[src/rtl/msc_pkg.sv]
`timescale 1ns / 1ps

package msc_pkg;

	// Sensor table size and address width
	localparam int SENSORS   = 32;
	localparam int SENSOR_AW = (SENSORS > 1) ? $clog2(SENSORS) : 1;

	// Field widths
	localparam int IDX_W    = 5;
	localparam int READ_W   = 12;
	localparam int PCT_W    = 7;
	localparam int THR_W    = 7;
	localparam int STREAK_W = 8;
	localparam int COUNT_W  = 6;
	localparam int CFG_W    = 12;
	localparam int ENTRY_W  = STREAK_W + 1;

	// Divider sizing: both quotients stay below 2**QUO_W
	localparam int QUO_W    = 7;
	localparam int QCNT_W   = $clog2(QUO_W);
	localparam int DIVD_W   = READ_W + PCT_W;

	localparam logic [READ_W-1:0]   VALID_LOW  = 12'd100;
	localparam logic [READ_W-1:0]   VALID_HIGH = 12'd4000;
	localparam logic [READ_W-1:0]   TOTAL_MAX  = 12'd4095;
	localparam logic [COUNT_W-1:0]  COUNT_MAX  = 6'd63;
	localparam logic [STREAK_W-1:0] STREAK_MAX = 8'd255;
	localparam logic [PCT_W-1:0]    PCT_FULL   = 7'd100;

	// Register reset values
	localparam logic [READ_W-1:0]   AIR_RST    = 12'd3000;
	localparam logic [READ_W-1:0]   WATER_RST  = 12'd1200;
	localparam logic [THR_W-1:0]    THR_RST    = 7'd30;
	localparam logic [STREAK_W-1:0] LIMIT_RST  = 8'd6;

	typedef enum logic [1:0] {
		CFG_AIR       = 2'd0,
		CFG_WATER     = 2'd1,
		CFG_THRESHOLD = 2'd2,
		CFG_LIMIT     = 2'd3
	} msc_cfg_idx_t;

	typedef struct packed {
		logic [IDX_W-1:0]  sensor_index;
		logic [READ_W-1:0] reading;
		logic              last_in_scan;
	} msc_in_t;

	typedef struct packed {
		logic [IDX_W-1:0]    sensor_id;
		logic [PCT_W-1:0]    percent;
		logic                reading_valid;
		logic [STREAK_W-1:0] dry_streak;
		logic                dry_alert;
		logic                scan_done;
		logic [PCT_W-1:0]    average_percent;
		logic [COUNT_W-1:0]  valid_sensors;
	} msc_out_t;

	// Controller to datapath
	typedef struct packed {
		logic capture;
		logic map_start;
		logic update;
		logic avg_start;
		logic out_load;
	} msc_cmd_t;

	// Datapath to controller
	typedef struct packed {
		logic div_done;
		logic last;
		logic out_busy;
	} msc_status_t;

endpackage

[src/rtl/msc_ram.sv]
`timescale 1ns / 1ps

module msc_ram #(
	parameter int WIDTH = 8,
	parameter int DEPTH = 32
) (
	input  logic                                     clk,
	input  logic                                     we,
	input  logic [((DEPTH > 1) ? $clog2(DEPTH) : 1)-1:0] waddr,
	input  logic [WIDTH-1:0]                         wdata,
	input  logic                                     re,
	input  logic [((DEPTH > 1) ? $clog2(DEPTH) : 1)-1:0] raddr,
	output logic [WIDTH-1:0]                         rdata
);

	logic [WIDTH-1:0] mem_q [DEPTH];

	always_ff @(posedge clk) begin
		if (we) begin
			mem_q[waddr] <= wdata;
		end
		if (re) begin
			rdata <= mem_q[raddr];
		end
	end

endmodule

[src/rtl/msc_div.sv]
`timescale 1ns / 1ps

module msc_div
	import msc_pkg::*;
(
	input  logic              clk,
	input  logic              arst_n,
	input  logic              start,
	input  logic [DIVD_W-1:0] dividend,
	input  logic [READ_W-1:0] divisor,
	output logic              done,
	output logic [QUO_W-1:0]  quotient
);

	logic              busy_q;
	logic [QCNT_W-1:0] cnt_q;
	logic [DIVD_W-1:0] rem_q;
	logic [READ_W-1:0] dvs_q;
	logic [QUO_W-1:0]  quo_q;
	logic [DIVD_W-1:0] trial;
	logic              fits;

	// one quotient bit per cycle, most significant first
	assign trial    = DIVD_W'(dvs_q) << cnt_q;
	assign fits     = rem_q >= trial;
	assign done     = busy_q && (cnt_q == '0);
	assign quotient = quo_q;

	always_ff @(posedge clk or negedge arst_n) begin
		if (!arst_n) begin
			busy_q <= 1'b0;
			cnt_q  <= '0;
		end else if (start) begin
			busy_q <= 1'b1;
			cnt_q  <= QCNT_W'(QUO_W - 1);
		end else if (busy_q) begin
			if (cnt_q == '0) begin
				busy_q <= 1'b0;
			end else begin
				cnt_q <= cnt_q - 1'b1;
			end
		end
	end

	always_ff @(posedge clk) begin
		if (start) begin
			rem_q <= dividend;
			dvs_q <= divisor;
			quo_q <= '0;
		end else if (busy_q) begin
			if (fits) begin
				rem_q <= rem_q - trial;
			end
			quo_q <= {quo_q[QUO_W-2:0], fits};
		end
	end

endmodule

[src/rtl/msc_dp.sv]
`timescale 1ns / 1ps

module msc_dp
	import msc_pkg::*;
(
	input  logic              clk,
	input  logic              arst_n,
	input  msc_cmd_t          cmd,
	output msc_status_t       status,
	input  msc_in_t           item,
	output logic              result_valid,
	input  logic              result_stall,
	output msc_out_t          result,
	input  logic              cfg_we,
	input  msc_cfg_idx_t      cfg_index,
	input  logic [CFG_W-1:0]  cfg_data
);

	// configuration
	logic [READ_W-1:0]   air_q;
	logic [READ_W-1:0]   water_q;
	logic [THR_W-1:0]    thr_q;
	logic [STREAK_W-1:0] lim_q;

	// captured item
	logic [IDX_W-1:0]  idx_q;
	logic [READ_W-1:0] raw_q;
	logic              last_q;

	// per-item results
	logic [PCT_W-1:0]    pct_q;
	logic [STREAK_W-1:0] streak_q;
	logic                alert_q;

	// scan sums
	logic [READ_W-1:0]  total_q;
	logic [COUNT_W-1:0] count_q;
	logic [COUNT_W-1:0] count_snap_q;

	// sensor table
	logic [SENSORS-1:0]   ent_vld_q;
	logic                 rd_vld_s1;
	logic [SENSOR_AW-1:0] rd_addr;
	logic [SENSOR_AW-1:0] wr_addr;
	logic [ENTRY_W-1:0]   rd_data;
	logic [ENTRY_W-1:0]   wr_data;
	logic                 wr_en;

	// divider
	logic              div_start;
	logic [DIVD_W-1:0] div_dividend;
	logic [READ_W-1:0] div_divisor;
	logic              div_done;
	logic [QUO_W-1:0]  div_quo;

	logic                  in_range;
	logic                  reading_ok;
	logic [READ_W-1:0]     span_num;
	logic [PCT_W-1:0]      pct_now;
	logic [STREAK_W-1:0]   old_streak;
	logic                  old_sent;
	logic [STREAK_W-1:0]   new_streak;
	logic                  new_sent;
	logic [STREAK_W-1:0]   lim_eff;
	logic                  alert_now;
	logic [READ_W:0]       sum_wide;
	logic                  result_valid_q;
	msc_out_t              result_q;

	always_ff @(posedge clk or negedge arst_n) begin
		if (!arst_n) begin
			air_q   <= AIR_RST;
			water_q <= WATER_RST;
			thr_q   <= THR_RST;
			lim_q   <= LIMIT_RST;
		end else if (cfg_we) begin
			case (cfg_index)
				CFG_AIR:       air_q   <= cfg_data;
				CFG_WATER:     water_q <= cfg_data;
				CFG_THRESHOLD: thr_q   <= cfg_data[THR_W-1:0];
				CFG_LIMIT:     lim_q   <= cfg_data[STREAK_W-1:0];
				default: ;
			endcase
		end
	end

	always_ff @(posedge clk) begin
		if (cmd.capture) begin
			idx_q  <= item.sensor_index;
			raw_q  <= item.reading;
			last_q <= item.last_in_scan;
		end
	end

	assign in_range   = 7'(idx_q) < 7'(SENSORS);
	assign reading_ok = (raw_q > VALID_LOW) && (raw_q < VALID_HIGH);

	// map: clamp at the calibration points, divide in between
	assign span_num     = air_q - raw_q;
	assign div_start    = cmd.map_start || cmd.avg_start;
	assign div_dividend = cmd.avg_start ? DIVD_W'(total_q)
	                                    : DIVD_W'(span_num) * DIVD_W'(PCT_FULL);
	assign div_divisor  = cmd.avg_start ? READ_W'(count_q) : (air_q - water_q);

	msc_div u_div (
		.clk      (clk),
		.arst_n   (arst_n),
		.start    (div_start),
		.dividend (div_dividend),
		.divisor  (div_divisor),
		.done     (div_done),
		.quotient (div_quo)
	);

	always_comb begin
		if (raw_q >= air_q) begin
			pct_now = '0;
		end else if (raw_q <= water_q) begin
			pct_now = PCT_FULL;
		end else begin
			pct_now = div_quo;
		end
	end

	// sensor table: entry is {sent, streak}, an unwritten entry reads as zero
	assign rd_addr = SENSOR_AW'(item.sensor_index);
	assign wr_addr = SENSOR_AW'(idx_q);
	assign wr_en   = cmd.update && in_range;
	assign wr_data = {new_sent, new_streak};

	msc_ram #(
		.WIDTH (ENTRY_W),
		.DEPTH (SENSORS)
	) u_ram (
		.clk   (clk),
		.we    (wr_en),
		.waddr (wr_addr),
		.wdata (wr_data),
		.re    (cmd.capture),
		.raddr (rd_addr),
		.rdata (rd_data)
	);

	always_ff @(posedge clk or negedge arst_n) begin
		if (!arst_n) begin
			ent_vld_q <= '0;
			rd_vld_s1 <= 1'b0;
		end else begin
			if (wr_en) begin
				ent_vld_q[wr_addr] <= 1'b1;
			end
			if (cmd.capture) begin
				rd_vld_s1 <= ent_vld_q[rd_addr];
			end
		end
	end

	assign old_streak = rd_vld_s1 ? rd_data[STREAK_W-1:0] : '0;
	assign old_sent   = rd_vld_s1 && rd_data[STREAK_W];
	assign lim_eff    = (lim_q == '0) ? STREAK_W'(1) : lim_q;

	always_comb begin
		new_streak = old_streak;
		new_sent   = old_sent;
		if (reading_ok) begin
			if (pct_now < thr_q) begin
				if (old_streak != STREAK_MAX) begin
					new_streak = old_streak + 1'b1;
				end
			end else begin
				new_streak = '0;
				new_sent   = 1'b0;
			end
		end
		alert_now = (new_streak >= lim_eff) && !new_sent;
		if (alert_now) begin
			new_sent = 1'b1;
		end
	end

	assign sum_wide = {1'b0, total_q} + (READ_W + 1)'(pct_now);

	always_ff @(posedge clk) begin
		if (cmd.update) begin
			pct_q    <= pct_now;
			streak_q <= in_range ? new_streak : '0;
			alert_q  <= in_range && alert_now;
		end
		if (cmd.avg_start) begin
			count_snap_q <= count_q;
		end
	end

	// running sums, both saturating on their own
	always_ff @(posedge clk or negedge arst_n) begin
		if (!arst_n) begin
			total_q <= '0;
			count_q <= '0;
		end else if (cmd.avg_start) begin
			total_q <= '0;
			count_q <= '0;
		end else if (cmd.update && reading_ok) begin
			total_q <= sum_wide[READ_W] ? TOTAL_MAX : sum_wide[READ_W-1:0];
			if (count_q != COUNT_MAX) begin
				count_q <= count_q + 1'b1;
			end
		end
	end

	// output register
	always_ff @(posedge clk or negedge arst_n) begin
		if (!arst_n) begin
			result_valid_q <= 1'b0;
		end else if (cmd.out_load) begin
			result_valid_q <= 1'b1;
		end else if (!result_stall) begin
			result_valid_q <= 1'b0;
		end
	end

	always_ff @(posedge clk) begin
		if (cmd.out_load) begin
			result_q.sensor_id       <= idx_q;
			result_q.percent         <= pct_q;
			result_q.reading_valid   <= reading_ok;
			result_q.dry_streak      <= streak_q;
			result_q.dry_alert       <= alert_q;
			result_q.scan_done       <= last_q;
			result_q.average_percent <= (last_q && (count_snap_q != '0)) ? div_quo : '0;
			result_q.valid_sensors   <= last_q ? count_snap_q : '0;
		end
	end

	assign result_valid    = result_valid_q;
	assign result          = result_q;
	assign status.div_done = div_done;
	assign status.last     = last_q;
	assign status.out_busy = result_valid_q && result_stall;

endmodule

[src/rtl/msc_ctrl.sv]
`timescale 1ns / 1ps

module msc_ctrl
	import msc_pkg::*;
(
	input  logic        clk,
	input  logic        arst_n,
	input  logic        item_valid,
	output logic        item_stall,
	input  msc_status_t status,
	output msc_cmd_t    cmd
);

	typedef enum logic [5:0] {
		S_IDLE   = 6'b000001,
		S_LOAD   = 6'b000010,
		S_MAP    = 6'b000100,
		S_UPDATE = 6'b001000,
		S_AVG_GO = 6'b010000,
		S_AVG    = 6'b100000
	} msc_state_t;

	msc_state_t state_q;
	msc_state_t state_nxt;
	logic       finish_q;

	assign item_stall = (state_q != S_IDLE) || finish_q;

	always_comb begin
		state_nxt     = state_q;
		cmd           = '0;
		case (state_q)
			S_IDLE: begin
				if (item_valid && !finish_q) begin
					cmd.capture = 1'b1;
					state_nxt   = S_LOAD;
				end
			end
			S_LOAD: begin
				cmd.map_start = 1'b1;
				state_nxt     = S_MAP;
			end
			S_MAP: begin
				if (status.div_done) begin
					state_nxt = S_UPDATE;
				end
			end
			S_UPDATE: begin
				cmd.update = 1'b1;
				state_nxt  = status.last ? S_AVG_GO : S_IDLE;
			end
			S_AVG_GO: begin
				cmd.avg_start = 1'b1;
				state_nxt     = S_AVG;
			end
			S_AVG: begin
				if (status.div_done) begin
					state_nxt = S_IDLE;
				end
			end
			default: state_nxt = S_IDLE;
		endcase
		// hand the finished transaction to the output register once it is free
		if (finish_q && !status.out_busy) begin
			cmd.out_load = 1'b1;
		end
	end

	// finish_q: a result is complete and waits for the output register
	always_ff @(posedge clk or negedge arst_n) begin
		if (!arst_n) begin
			state_q  <= S_IDLE;
			finish_q <= 1'b0;
		end else begin
			state_q <= state_nxt;
			if (cmd.out_load) begin
				finish_q <= 1'b0;
			end else if ((state_q == S_UPDATE && !status.last)
			             || (state_q == S_AVG && status.div_done)) begin
				finish_q <= 1'b1;
			end
		end
	end

endmodule

[src/rtl/moisture_scan_conditioner.sv]
`timescale 1ns / 1ps

// Channel   Direction  Handshake                   Payload
// item      in         item_valid / item_stall     msc_in_t  (sensor_index, reading, last_in_scan)
// result    out        result_valid / result_stall msc_out_t (one result per item)
// config    in         cfg_we                      cfg_index, cfg_data (no read-back)
//
// An ordinary item runs capture, map and update before the next acceptance;
// the last item of a scan also runs the average. Both use the shared 7-step
// restoring divider, which runs once for the percentage map and once more for
// the scan average. Reset clears the controller, the running sums and the valid
// bits of the sensor table; no clearing pass is needed. A stalled result holds
// in the output register while the next item is already worked on; the block stalls
// its input while an item is in progress or a result waits for the output register.

module moisture_scan_conditioner
	import msc_pkg::*;
(
	input  logic              clk,
	input  logic              arst_n,
	input  logic              item_valid,
	output logic              item_stall,
	input  msc_in_t           item,
	output logic              result_valid,
	input  logic              result_stall,
	output msc_out_t          result,
	input  logic              cfg_we,
	input  msc_cfg_idx_t      cfg_index,
	input  logic [CFG_W-1:0]  cfg_data
);

	msc_cmd_t    cmd;
	msc_status_t status;

	// sequence the transaction: capture, map, update, optional average, hand off
	msc_ctrl u_ctrl (
		.clk        (clk),
		.arst_n     (arst_n),
		.item_valid (item_valid),
		.item_stall (item_stall),
		.status     (status),
		.cmd        (cmd)
	);

	// hold configuration, sensor table, sums, divider and output register
	msc_dp u_dp (
		.clk          (clk),
		.arst_n       (arst_n),
		.cmd          (cmd),
		.status       (status),
		.item         (item),
		.result_valid (result_valid),
		.result_stall (result_stall),
		.result       (result),
		.cfg_we       (cfg_we),
		.cfg_index    (cfg_index),
		.cfg_data     (cfg_data)
	);

endmodule

[config.mk]
export PLATFORM = sky130hd
export DESIGN_NAME = moisture_scan_conditioner
export DESIGN_NICKNAME = d
export VERILOG_FILES = /design/src/rtl/msc_pkg.sv /design/src/rtl/msc_ram.sv /design/src/rtl/msc_div.sv /design/src/rtl/msc_dp.sv /design/src/rtl/msc_ctrl.sv /design/src/rtl/moisture_scan_conditioner.sv
export SDC_FILE = /design/constraint.sdc
export NUM_CORES = 1
export LEC_CHECK = 0
export BUFFER_PORTS_ARGS = -buffer_cell sky130_fd_sc_hd__buf_2
export CORE_MARGIN = 2
export CORE_UTILIZATION = 55
export DETAILED_ROUTE_END_ITERATION = 7
export PLACE_DENSITY = 0.73
export SYNTH_ARGS = -nofsm -noshare
export SYNTH_HDL_FRONTEND = slang
export SYNTH_SLANG_ARGS = --single-unit
[constraint.sdc]
create_clock -name clk -period 14.7 [get_ports clk]
set_input_delay 1.47 -clock clk [delete_from_list [all_inputs] [get_ports clk]]
set_output_delay 1.47 -clock clk [all_outputs]
set_load 0.1 [all_outputs]
* After elaboration in Yosys (flattened, before gate mapping)
Memory sizes are Yosys's and may differ from the RTL's. A register that Yosys moved wholly into a read port is not among the register bits.
Index checks and enable logic that the tools add are counted.
** Operators by class
- Reduce and logical (&&, ||, !) cells :: 36
- $mul :: 1
- Equality and inequality tests :: 17
- Muxes and demuxes :: 48
- Shift-type cells :: 1
- Add/sub/neg operators :: 7
- Magnitude comparators :: 10
- Bitwise logic cells :: 1
** Operators with widths (count)
- $mux W19 :: 4
- $mux W6 :: 7
- $mux W8 :: 5
- $mux W12 :: 3
- $pmux W6 S6 :: 1
- $or A32 B32 Y32 :: 1
- $sub A12 B12 Y12 :: 2
- $mux W1 :: 20
- $ge A19 B19 Y1 :: 1
- $shl A12 B3 Y19 :: 1
- $sub A19 B19 Y19 :: 1
- $mul A12 B5 Y17 const B :: 1
- $mux W7 :: 2
- $reduce_and A2 Y1 :: 7
- $add A12 B7 Y13 :: 1
- $ge A12 B12 Y1 :: 1
- $gt A12 B7 Y1 const B :: 1
- $le A12 B12 Y1 :: 1
- $logic_and A1 B1 Y1 :: 12
- $lt A12 B12 Y1 const B :: 1
- $lt A5 B6 Y1 const B :: 2
- $ne A2 B1 Y1 const B :: 5
- $reduce_bool A2 Y1 :: 5
- $mux W3 :: 3
- 27 further kinds :: 33
** Word-level totals
- Memories kept :: 1
- Input bits :: 37
- Bits in writable memories :: 288
- Word-level logic and storage cells :: 154
- Register bits :: 216
** Memory list
- u_dp.u_ram.mem_q :: words 32, bits a word 9, rd ports 1, clocked after memory_dff 1, write ports 1, line msc_ram.sv:16 : logic [WIDTH-1:0] mem_q [DEPTH];

* Depth between registers and ports, before layout
Gate-level depths: netlist of the first run.
- Depth in word-level cells :: 9
- Mapped depth :: 26
- Mapped depth without buffers :: 26

* Hierarchy
Synthesis of the first run repeated with hierarchy kept, for this count alone.
** Unflattened totals
- Cell total of the unflattened synthesis :: 1696
- Area, all modules :: 24661.2 um^2
** Modules (own cells, without submodules)
- msc_ram :: instances 1, area an instance 11372.2 um^2, cells each 463, sequential area each 8918.6 um^2
- msc_dp :: instances 1, area an instance 9756.9 um^2, cells each 847, sequential area each 4580.6 um^2
- msc_div :: instances 1, area an instance 3093.0 um^2, cells each 336, sequential area each 1171.1 um^2
- msc_ctrl :: instances 1, area an instance 439.2 um^2, cells each 50, sequential area each 176.4 um^2

* Worst setup path before layout of the first run
OpenSTA, ideal clock, no wires.
- Path kind :: reg-to-reg
- Start :: register u_dp.air_q[0]
- End :: memory u_dp.u_ram.mem_q[0][8] in the netlist's numbering, data pin
- Path slack :: 8.605 ns
- Required time :: 14.297 ns
- Clock period less this slack :: 6.095 ns
- Arrival time :: 5.692 ns
- Buffers on the path :: 0
- Stages on the path, launching flop included :: 21
- Path through :: dfrtp_1 inv_1 ha_1 inv_1 fa_1 a21o_1 a21oi_1 o31ai_1 o21a_1 and3_1 ha_1 a21o_1 a21o_1 a221oi_1 a21oi_2 a211oi_1 ha_1 nor3_1 nor2_1 o21ai_0 o31ai_1
** Between the ends
- Cells in the longest elaborated chain, start to end :: 8
** RTL lines
- start: declaration :: line msc_dp.sv:20 : logic [READ_W-1:0] air_q;
- start signal: assignment :: line msc_dp.sv:78 : CFG_AIR: air_q <= cfg_data;
- $ge A12 B12 Y1 :: line msc_dp.sv:116 : if (raw_q >= air_q) begin
- $mux W7 :: line msc_dp.sv:116
- named net u_dp.pct_now[4] :: line msc_dp.sv:59 : logic [PCT_W-1:0] pct_now;
- $lt A7 B7 Y1 :: line msc_dp.sv:166 : if (pct_now < thr_q) begin
- $mux W8 :: line msc_dp.sv:166
- $mux W8 :: line msc_dp.sv:165 : if (reading_ok) begin
- named net u_dp.new_streak[6] :: line msc_dp.sv:62 : logic [STREAK_W-1:0] new_streak;
- $ge A8 B8 Y1 :: line msc_dp.sv:175 : alert_now = (new_streak >= lim_eff) && !new_sent;
- $logic_and A1 B1 Y1 :: line msc_dp.sv:175
- $mux W1 :: line msc_dp.sv:176 : if (alert_now) begin
- named net u_dp.new_sent :: line msc_dp.sv:63 : logic new_sent;
- end: declaration :: line msc_ram.sv:16
The timed path passes the listed nets, and every way through them passes these cells.

* Worst setup path in the final report of the first run
- Start :: register u_dp.air_q[0]
- End :: memory u_dp.u_ram.mem_q[9][8] in the netlist's numbering, data pin
Same word-level chain as after synthesis.

==> summary.md, run 1 <==
| Metric | Value |
|---|---|
| Status | finished, final reports clean |
| Post-DP HPWL | around 36 mm |
| PortBufs | between 70 and 80 |
| Final worst path period share | 40.1% |
| Clock sink count | just over 500 |
| Detailed Route Iter0 Violations | 1190 |
| Vias per inst | roughly 6.0 |
| Diode count | 0 |
| Vias in the first global route | between 10000 and 15000 |
| Largest net degree at the start of global routing | 66 |
| Crit path from | u_dp.air_q[0] |
| Tightest Hold Check Type | flip-flop to flip-flop |
| Residual DRC | 0 |
| Nets | between 1500 and 2000 |
| Clk_lat worst skew | 0.60 ns |
| Switching power | between 2 and 2.5 mW |
| DR WL/cell | 22.4 µm |
| Clk slew on worst S/H paths | about 0.060 ns |
| Core Rows | between 70 and 80 |
| Pleak | approximately 10 nW |
| Hold slack | roughly 0.42 ns |
| Total power | 5.90 mW |
| Setup TNS | 0 ns |
| Area growth, synth to finish | 11.5% |
| Synthesized area per cell | approximately 15 µm² |
| Chip Height | 214 µm |
| CP Max Fanout | 32 |
| Total GRT Usage | between 20% and 30% |
| Hold path start | u_dp.streak_q[0] |
| CTS root buf | clkbuf_16 |
| Post-synthesis cell count | 1638 |
| Most common cell after layout, fill and taps aside | edfxtp_1 |
| Starting Density | ~56% |
| Switch share | a little under two fifths |
| Flop pwr share | roughly a third |
| Final setup fails | 0 |
| Drt pass-1 iters | 5 |
| Die X | approximately 210 µm |
| Post_cts resized | 0 |
| Top_reg_cell synth | edfxtp_1 |
| Int Pwr | roughly 3.7 mW |
| Post-DRT Antenna Nets | 0 |
| TritonCTS clock tree | done |
| Detailed-route via count | between 10000 and 15000 |
| RSZ-0062 raised after global routing | false |
| Fin crit period | between 5 and 6 ns |
| Crit path arrival time | 6.13 ns |
| Total grt overflow | 0 |
| Routed WL | 52.9 mm |
| PD cells | between 200 and 250 nW/µm² |
| Fin util | between 60 and 70% |
| Postcts setup bufs | 0 |
| Deepest clock path buffer count | 3 |
| Worst Setup Start Kind | flip-flop |
| Post-synth cell types | 76 |
| GP Congestion | around 0.92 |
| Global-route wire length before repair | between 80 and 90 mm |
| Crit Path Class | flip-flop to flip-flop |
| Clock skew | 0.0361 ns |
| # hold bufs at CTS | 0 |
| Clk pwr share | 22.0% |
| Initial antenna violation count | 0 |
| Endpoints failing hold | 0 |
| Setup crit end kind | flip-flop |
| Num CTS Buffers | between 50 and 60 |
| Worst slew pin tran | about 1.2 ns |
| Max cap viols | 0 |
| Max Clk Rate | around 0.17 GHz |
| Peak VDD IR | 0.000195 V |
| Max H-tree Level | 2 |
| Post-Syn Area | ~24000 µm² |
| Worst Path Required | approximately 15 ns |
| Filler cells | 3184 |
| Most frequent cells in the layout | edfxtp_1 (404), ha_1 (119), nor2_1 (101), mux4_2 (101), inv_1 (100) |
| Comb power frac | approximately 44% |
| Launch point of the worst reg-to-reg path | u_dp.air_q[0] |
| Flip-flop and latch count after synthesis | 513 |
| Asr flop ratio synth | around 20% |
| I/O pin count | 75 |
| Share of layout cells above drive strength 1 | 22.3% |
| Slew Limit Headroom | between 10% and 20% |
| DIE AREA | roughly 46000 µm² |
| Synth warn | 0 |
| Post-synth EDFFs | 404 |
| Slew Viols, Final | 0 |
| Synthesized net count | ~1800 |
| Sequential fraction of the synthesis area | between 60% and 70% |
| Worst reg2reg setup slack | ~9 ns |
| Area of the core | about 43000 µm² |
-- cell type report --
| type | instances | area, µm² | share of cell area [%] |
|---|---|---|---|
| sequential | 513 | 14800 | 55.1 |
| tap | 585 | 732 | 2.72 |
| clock buffer | 77 | 1480 | 5.47 |
| clock inverter | 20 | 219 | 0.812 |
| timing repair buffer | 90 | 498 | 1.85 |
| multi-input combinational | 974 | 8790 | 32.6 |
| inverter | 104 | 390 | 1.45 |
-- worst max-delay path: stages (launching register included) --
cell and delay [ns]:
dfrtp_1 0.35, inv_1 0.08, ha_1 0.17, inv_1 0.06, fa_1 0.39, a21o_1 0.17, a21oi_1 0.26, o31ai_1 0.19
o21ai_0 0.39, a21oi_1 0.17, ha_1 0.35, o21ai_0 0.08, a21oi_1 0.19, and2_1 0.15, o211ai_1 0.09, a211o_1 0.31
a21oi_2 0.59, nor2_2 0.10, ha_1 0.32, a21oi_1 0.13, nor2b_1 0.06, o21ai_0 0.14, a21oi_1 0.09, o21ai_0 0.33
o31ai_4 0.35
-- per-layer routing --
layer	GRT usage [%]	wire [µm]	share of wire, %	vias to the layer above
met5	0	0	0	-
met1	31.7	21900	41	7175
met2	41.2	26900	51	365
met4	8.21	1530	2.9	0
li1	-	-	-	6450
met3	2.84	2500	4.7	82
-- sequential cells by signal (all words and copies together) (netlist names), 3 cells and up --
signal and cells:
u_dp.streak_q 8, u_dp.ent_vld_q 32, u_ctrl.state_q 6, u_dp.u_div.quotient 7
u_dp.u_div.dvs_q 12, u_dp.lim_q 8, u_dp.raw_q 12, u_dp.count_snap_q 6
u_dp.u_div.rem_q 19, u_dp.count_q 6, u_dp.u_div.cnt_q 3, u_dp.result 36
u_dp.pct_q 7, u_dp.air_q 12, u_dp.u_ram.rdata 9, u_dp.idx_q 5
u_dp.water_q 12, u_dp.u_ram.mem_q 288, u_dp.total_q 12, u_dp.thr_q 7
-- per-stage QoR --
| step | area [µm²] | cells | setup WS [ns] |
|---|---|---|---|
| floorplan | 24200 | 1638 | 8.61 |
| global placement | 25300 | 2266 | 9.01 |
| detailed placement | 25300 | 2266 | 8.93 |
| CTS | 27000 | 2363 | 8.87 |
| global route | 27000 | 2363 | 8.36 |
| finish | 27000 | 2363 | 8.80 |
-- worst paths after layout --
check                                         end  cells past startpoint
hold / removal                    u_dp.result[15]                      0
max in group asynchronous           u_dp.thr_q[6]                      2
min in group asynchronous      u_dp.ent_vld_q[20]                      1
setup / recovery           u_dp.u_ram.mem_q[9][8]                     24
hold reg to reg                   u_dp.result[15]                      0
setup reg to reg           u_dp.u_ram.mem_q[9][8]                     24
-- cells by family (layout without fill, tap and decap cells) --
kind of cell	count (synthesis)	in the layout	synth area share [%]
AND/OR/NAND/NOR	368	368	7.70
multiplexers	180	180	12.9
AO/OA/AOI/OAI	244	244	6.52
adder cells (fa/ha/maj)	130	130	7.07
flip-flops	513	513	61.4
buffers and inverters	151	291	2.49
XOR/XNOR	52	52	1.88
-- power by group through the flow --
stage               Clock, mW  Sequential (mW)  Combinational [mW]
finish                   1.30             1.99                2.61
global route             1.38             2.01                2.92
CTS                      1.32             1.99                2.60
detailed placement          0             2.02                2.58
global placement            0             2.01                2.51
floorplan                   0             1.99                1.98
-- cell usage after synthesis (16+ instances only) --
library cell,n,area (µm²)
a21o_1,16,120
and2_1,23,144
dfstp_2,18,473
nor2_1,105,394
or2_2,35,219
a21oi_1,62,310
nand3_1,30,150
clkbuf_1,29,109
nand2_1,70,263
edfxtp_1,404,12100
inv_1,100,375
ha_1,119,1490
mux4_2,101,2270
nor3_1,19,95.1
mux2_2,50,563
o21ai_0,60,300
xor2_1,26,228
xnor2_1,26,228
dfrtp_1,84,2100
mux2i_1,29,290
No activity file was read; power rests on OpenSTA's default activity.
==> inputs of run 2 (changes only) <==
--- a/config.mk
+++ b/config.mk
@@ -9,7 +9,7 @@
 export CORE_MARGIN = 2
 export CORE_UTILIZATION = 55
 export DETAILED_ROUTE_END_ITERATION = 7
-export PLACE_DENSITY = 0.73
+export PLACE_DENSITY = 0.76
 export SYNTH_ARGS = -nofsm -noshare
 export SYNTH_HDL_FRONTEND = slang
 export SYNTH_SLANG_ARGS = --single-unit
==> constraint.sdc (replaced) <==
create_clock -name clk -period 5 [get_ports clk]
set_input_delay 0.5 -clock clk [delete_from_list [all_inputs] [get_ports clk]]
set_output_delay 0.5 -clock clk [all_outputs]
set_load 0.1 [all_outputs]
==> run 2 against run 1 <==
Compared with the run above: worst setup slack worse by 8.7 ns; utilization up 1.8 points; total power rose to 3.2 times the previous value; flip-flop and latch count unchanged; design area up 2.9%; clock power rose to 3.0 times the previous value; highest routed layer unchanged.
==> summary.md, run 2 (same netlist as run 1, synthesis figures left out) <==
| Metric | Value |
|---|---|
| Final worst slack | 0.103 ns (-8.70 ns) |
| Post-Layout Inst Area | 27700 µm² (+2.9%) |
| DIE AREA | 45700 µm² (unchanged) |
| Detailed Route Iter0 Violations | 1452 (+22%) |
| Max cap viols | 0 (unchanged) |
| Launch point of the worst reg-to-reg path | u_dp.air_q[9] |
| Dpl ws | -0.206 ns (-9.14 ns) |
| Worst Setup Start Kind | flip-flop |
| I/O pin count | 75 (unchanged) |
| RSZ-0062 raised after global routing | true |
| DR WL/cell | 23.1 µm (+3.1%) |
| Placed instance area | 25700 µm² (+1.7%) |
| Endpoints failing hold | 0 (unchanged) |
| Area growth, synth to finish | 14.7% |
| Area of the core | 43300 µm² (unchanged) |
| Clk slew on worst S/H paths | 0.06 ns (about the same) |
| Drt pass-1 iters | 5 (unchanged) |
| Slew Limit Headroom | 16.4% (-2.6 points) |
| Residual DRC | 0 (unchanged) |
| Final setup fails | 0 (unchanged) |
| Clk_lat worst skew | 0.61 ns (about the same) |
| Slew Viols, Final | 0 (unchanged) |
| Filler cells | 3050 (-4.2%) |
| Peak VDD IR | 0.000632 V (+220%) |
| Pleak | 10.7 nW (+3.1%) |
| TritonCTS clock tree | done |
| Starting Density | 55.9% (unchanged) |
| Hold path start | item[9] |
| Largest net degree at the start of global routing | 47 (-29%) |
| Chip Height | 214 µm (unchanged) |
| Max FFs per register | 288 (unchanged) |
| Setup TNS | 0 ns (unchanged) |
| Setup crit end kind | flip-flop |
| Post-DRT Antenna Nets | 0 (unchanged) |
| Most common cell after layout, fill and taps aside | edfxtp_1 |
| Num CTS Buffers | 51 (-1.9%) |
| Vias in the first global route | 14800 (+3.6%) |
| Post-DP HPWL | 37.3 mm (+2.6%) |
| Top reg by flops | u_dp.u_ram.mem_q |
| Share of layout cells above drive strength 1 | 27.0% (+4.7 points) |
| Max Clk Rate | 0.204 GHz (+20%) |
| Deepest clock path buffer count | 3 (unchanged) |
| Worst Path Required | 5.29 ns (-9.64 ns) |
| Total GRT Usage | 25.1% (+1.2 points) |
| Global-route wire length before repair | 85.3 mm (+4.3%) |
| Tightest Hold Check Type | input pin to flip-flop |
| Crit Path Class | flip-flop to flip-flop |
| PortBufs | 74 (unchanged) |
| CTS root buf | clkbuf_16 |
| Vias per inst | 6.01 (+0.93%) |
| Worst slew pin tran | 1.25 ns (+0.0393 ns) |
| Core Rows | 76 (unchanged) |
| Final worst path period share | 97.9% (+58 points) |
| Total grt overflow | 0 (unchanged) |
| Routed WL | 55.8 mm (+5.5%) |
| Total power | 18.6 mW (+220%) |
| CP Max Fanout | 8 (-75%) |
| Crit path arrival time | 5.19 ns (-0.94 ns) |
| Initial antenna violation count | 0 (unchanged) |
| GP Congestion | 0.920 (+0.15%) |
| Nets | 1956 (+2.8%) |
| Final std cells w/o fill | 2418 (+2.3%) |
| Fin crit period | 4.90 ns (-1.00 ns) |
| Die X | 214 µm (unchanged) |
| Max H-tree Level | 2 (unchanged) |
| Most frequent cells in the layout | edfxtp_1 (404), ha_1 (112), nor2_1 (101), mux4_2 (101), inv_1 (97) |
| Clock sink count | 513 (unchanged) |
| Placed cell count | 2312 (+2.0%) |
| PD cells | 670 nW/µm² (+210%) |
| Clock skew | 0.0194 ns (-0.0167 ns) |
| Crit path from | u_dp.air_q[9] |
| Detailed-route via count | 14500 (+3.3%) |
| Status | finished, final reports clean |
-- run 2: layout make-up --
type | instances | area [µm²] | share of cell area, %
sequential | 513 | 14800 | 53.5
clock inverter | 34 | 333 | 1.20
clock buffer | 62 | 1400 | 5.05
tap | 585 | 732 | 2.64
multi-input combinational | 977 | 9110 | 32.8
inverter | 104 | 390 | 1.41
antenna | 1 | 2.50 | 0.00902
timing repair buffer | 142 | 928 | 3.35
-- run 2: layer usage --
| layer | vias to the layer above | routed length (µm) | global-route usage, % |
|---|---|---|---|
| met5 | - | 0 | 0 |
| met4 | 0 | 1700 | 8.81 |
| met3 | 91 | 3270 | 3.59 |
| met2 | 542 | 28000 | 42.8 |
| li1 | 6556 | - | - |
| met1 | 7345 | 22800 | 33.4 |
-- run 2: path summary, 6_finish.rpt --
kind,endpoint,slack (ns),cells past startpoint
min in group asynchronous,u_dp.ent_vld_q[31],0.42,2
max reg2reg,u_dp.u_ram.mem_q[24][8],0.10,20
min,u_dp.raw_q[8],0.08,1
max in group asynchronous,u_dp.total_q[6],3.59,3
max,u_dp.u_ram.mem_q[24][8],0.10,20
min reg2reg,u_dp.result[21],0.42,0
-- run 2: critical path, cell delays in order (launching register included) --
cell	delay, ns
dfstp_2	0.55
ha_1	0.26
a21o_1	0.17
a211o_1	0.32
o221a_2	0.29
o21a_1	0.16
and3_4	0.21
ha_4	0.26
nand4_1	0.10
a21oi_2	0.13
and2_1	0.14
o211ai_1	0.08
a211o_1	0.30
a21oi_4	0.30
buf_12	0.17
a211oi_4	0.04
ha_2	0.19
or3_4	0.40
o21ai_4	0.18
buf_12	0.15
o31ai_4	0.15
-- run 2: power by group --
group          total, mW  switching (mW)  internal, mW
clock network       3.91            1.68          2.23
logic               8.82            5.05          3.77
registers           5.86           0.309          5.55
-- run 2: stage by stage --
step           utilization (%)  hold WS [ns]
3_5_place_dp              59.4         0.405
4_1_cts                   63.6        0.0609
3_3_place_gp              59.4         0.403
5_1_grt                   64.1        0.0662
6_report                  64.1        0.0821
2_1_floorplan                -         0.204
-- run 2: timing repair --
item / 4_1_cts / 5_1_grt
hold buffers: 1 / 0
hold endpoints to repair: 31 / 0
pin swaps: 2 / 19
buffers inserted: 1 / 4
cloned: 3 / 0
endpoints found under the setup margin: 32 / 37
resized for setup: 9 / 40
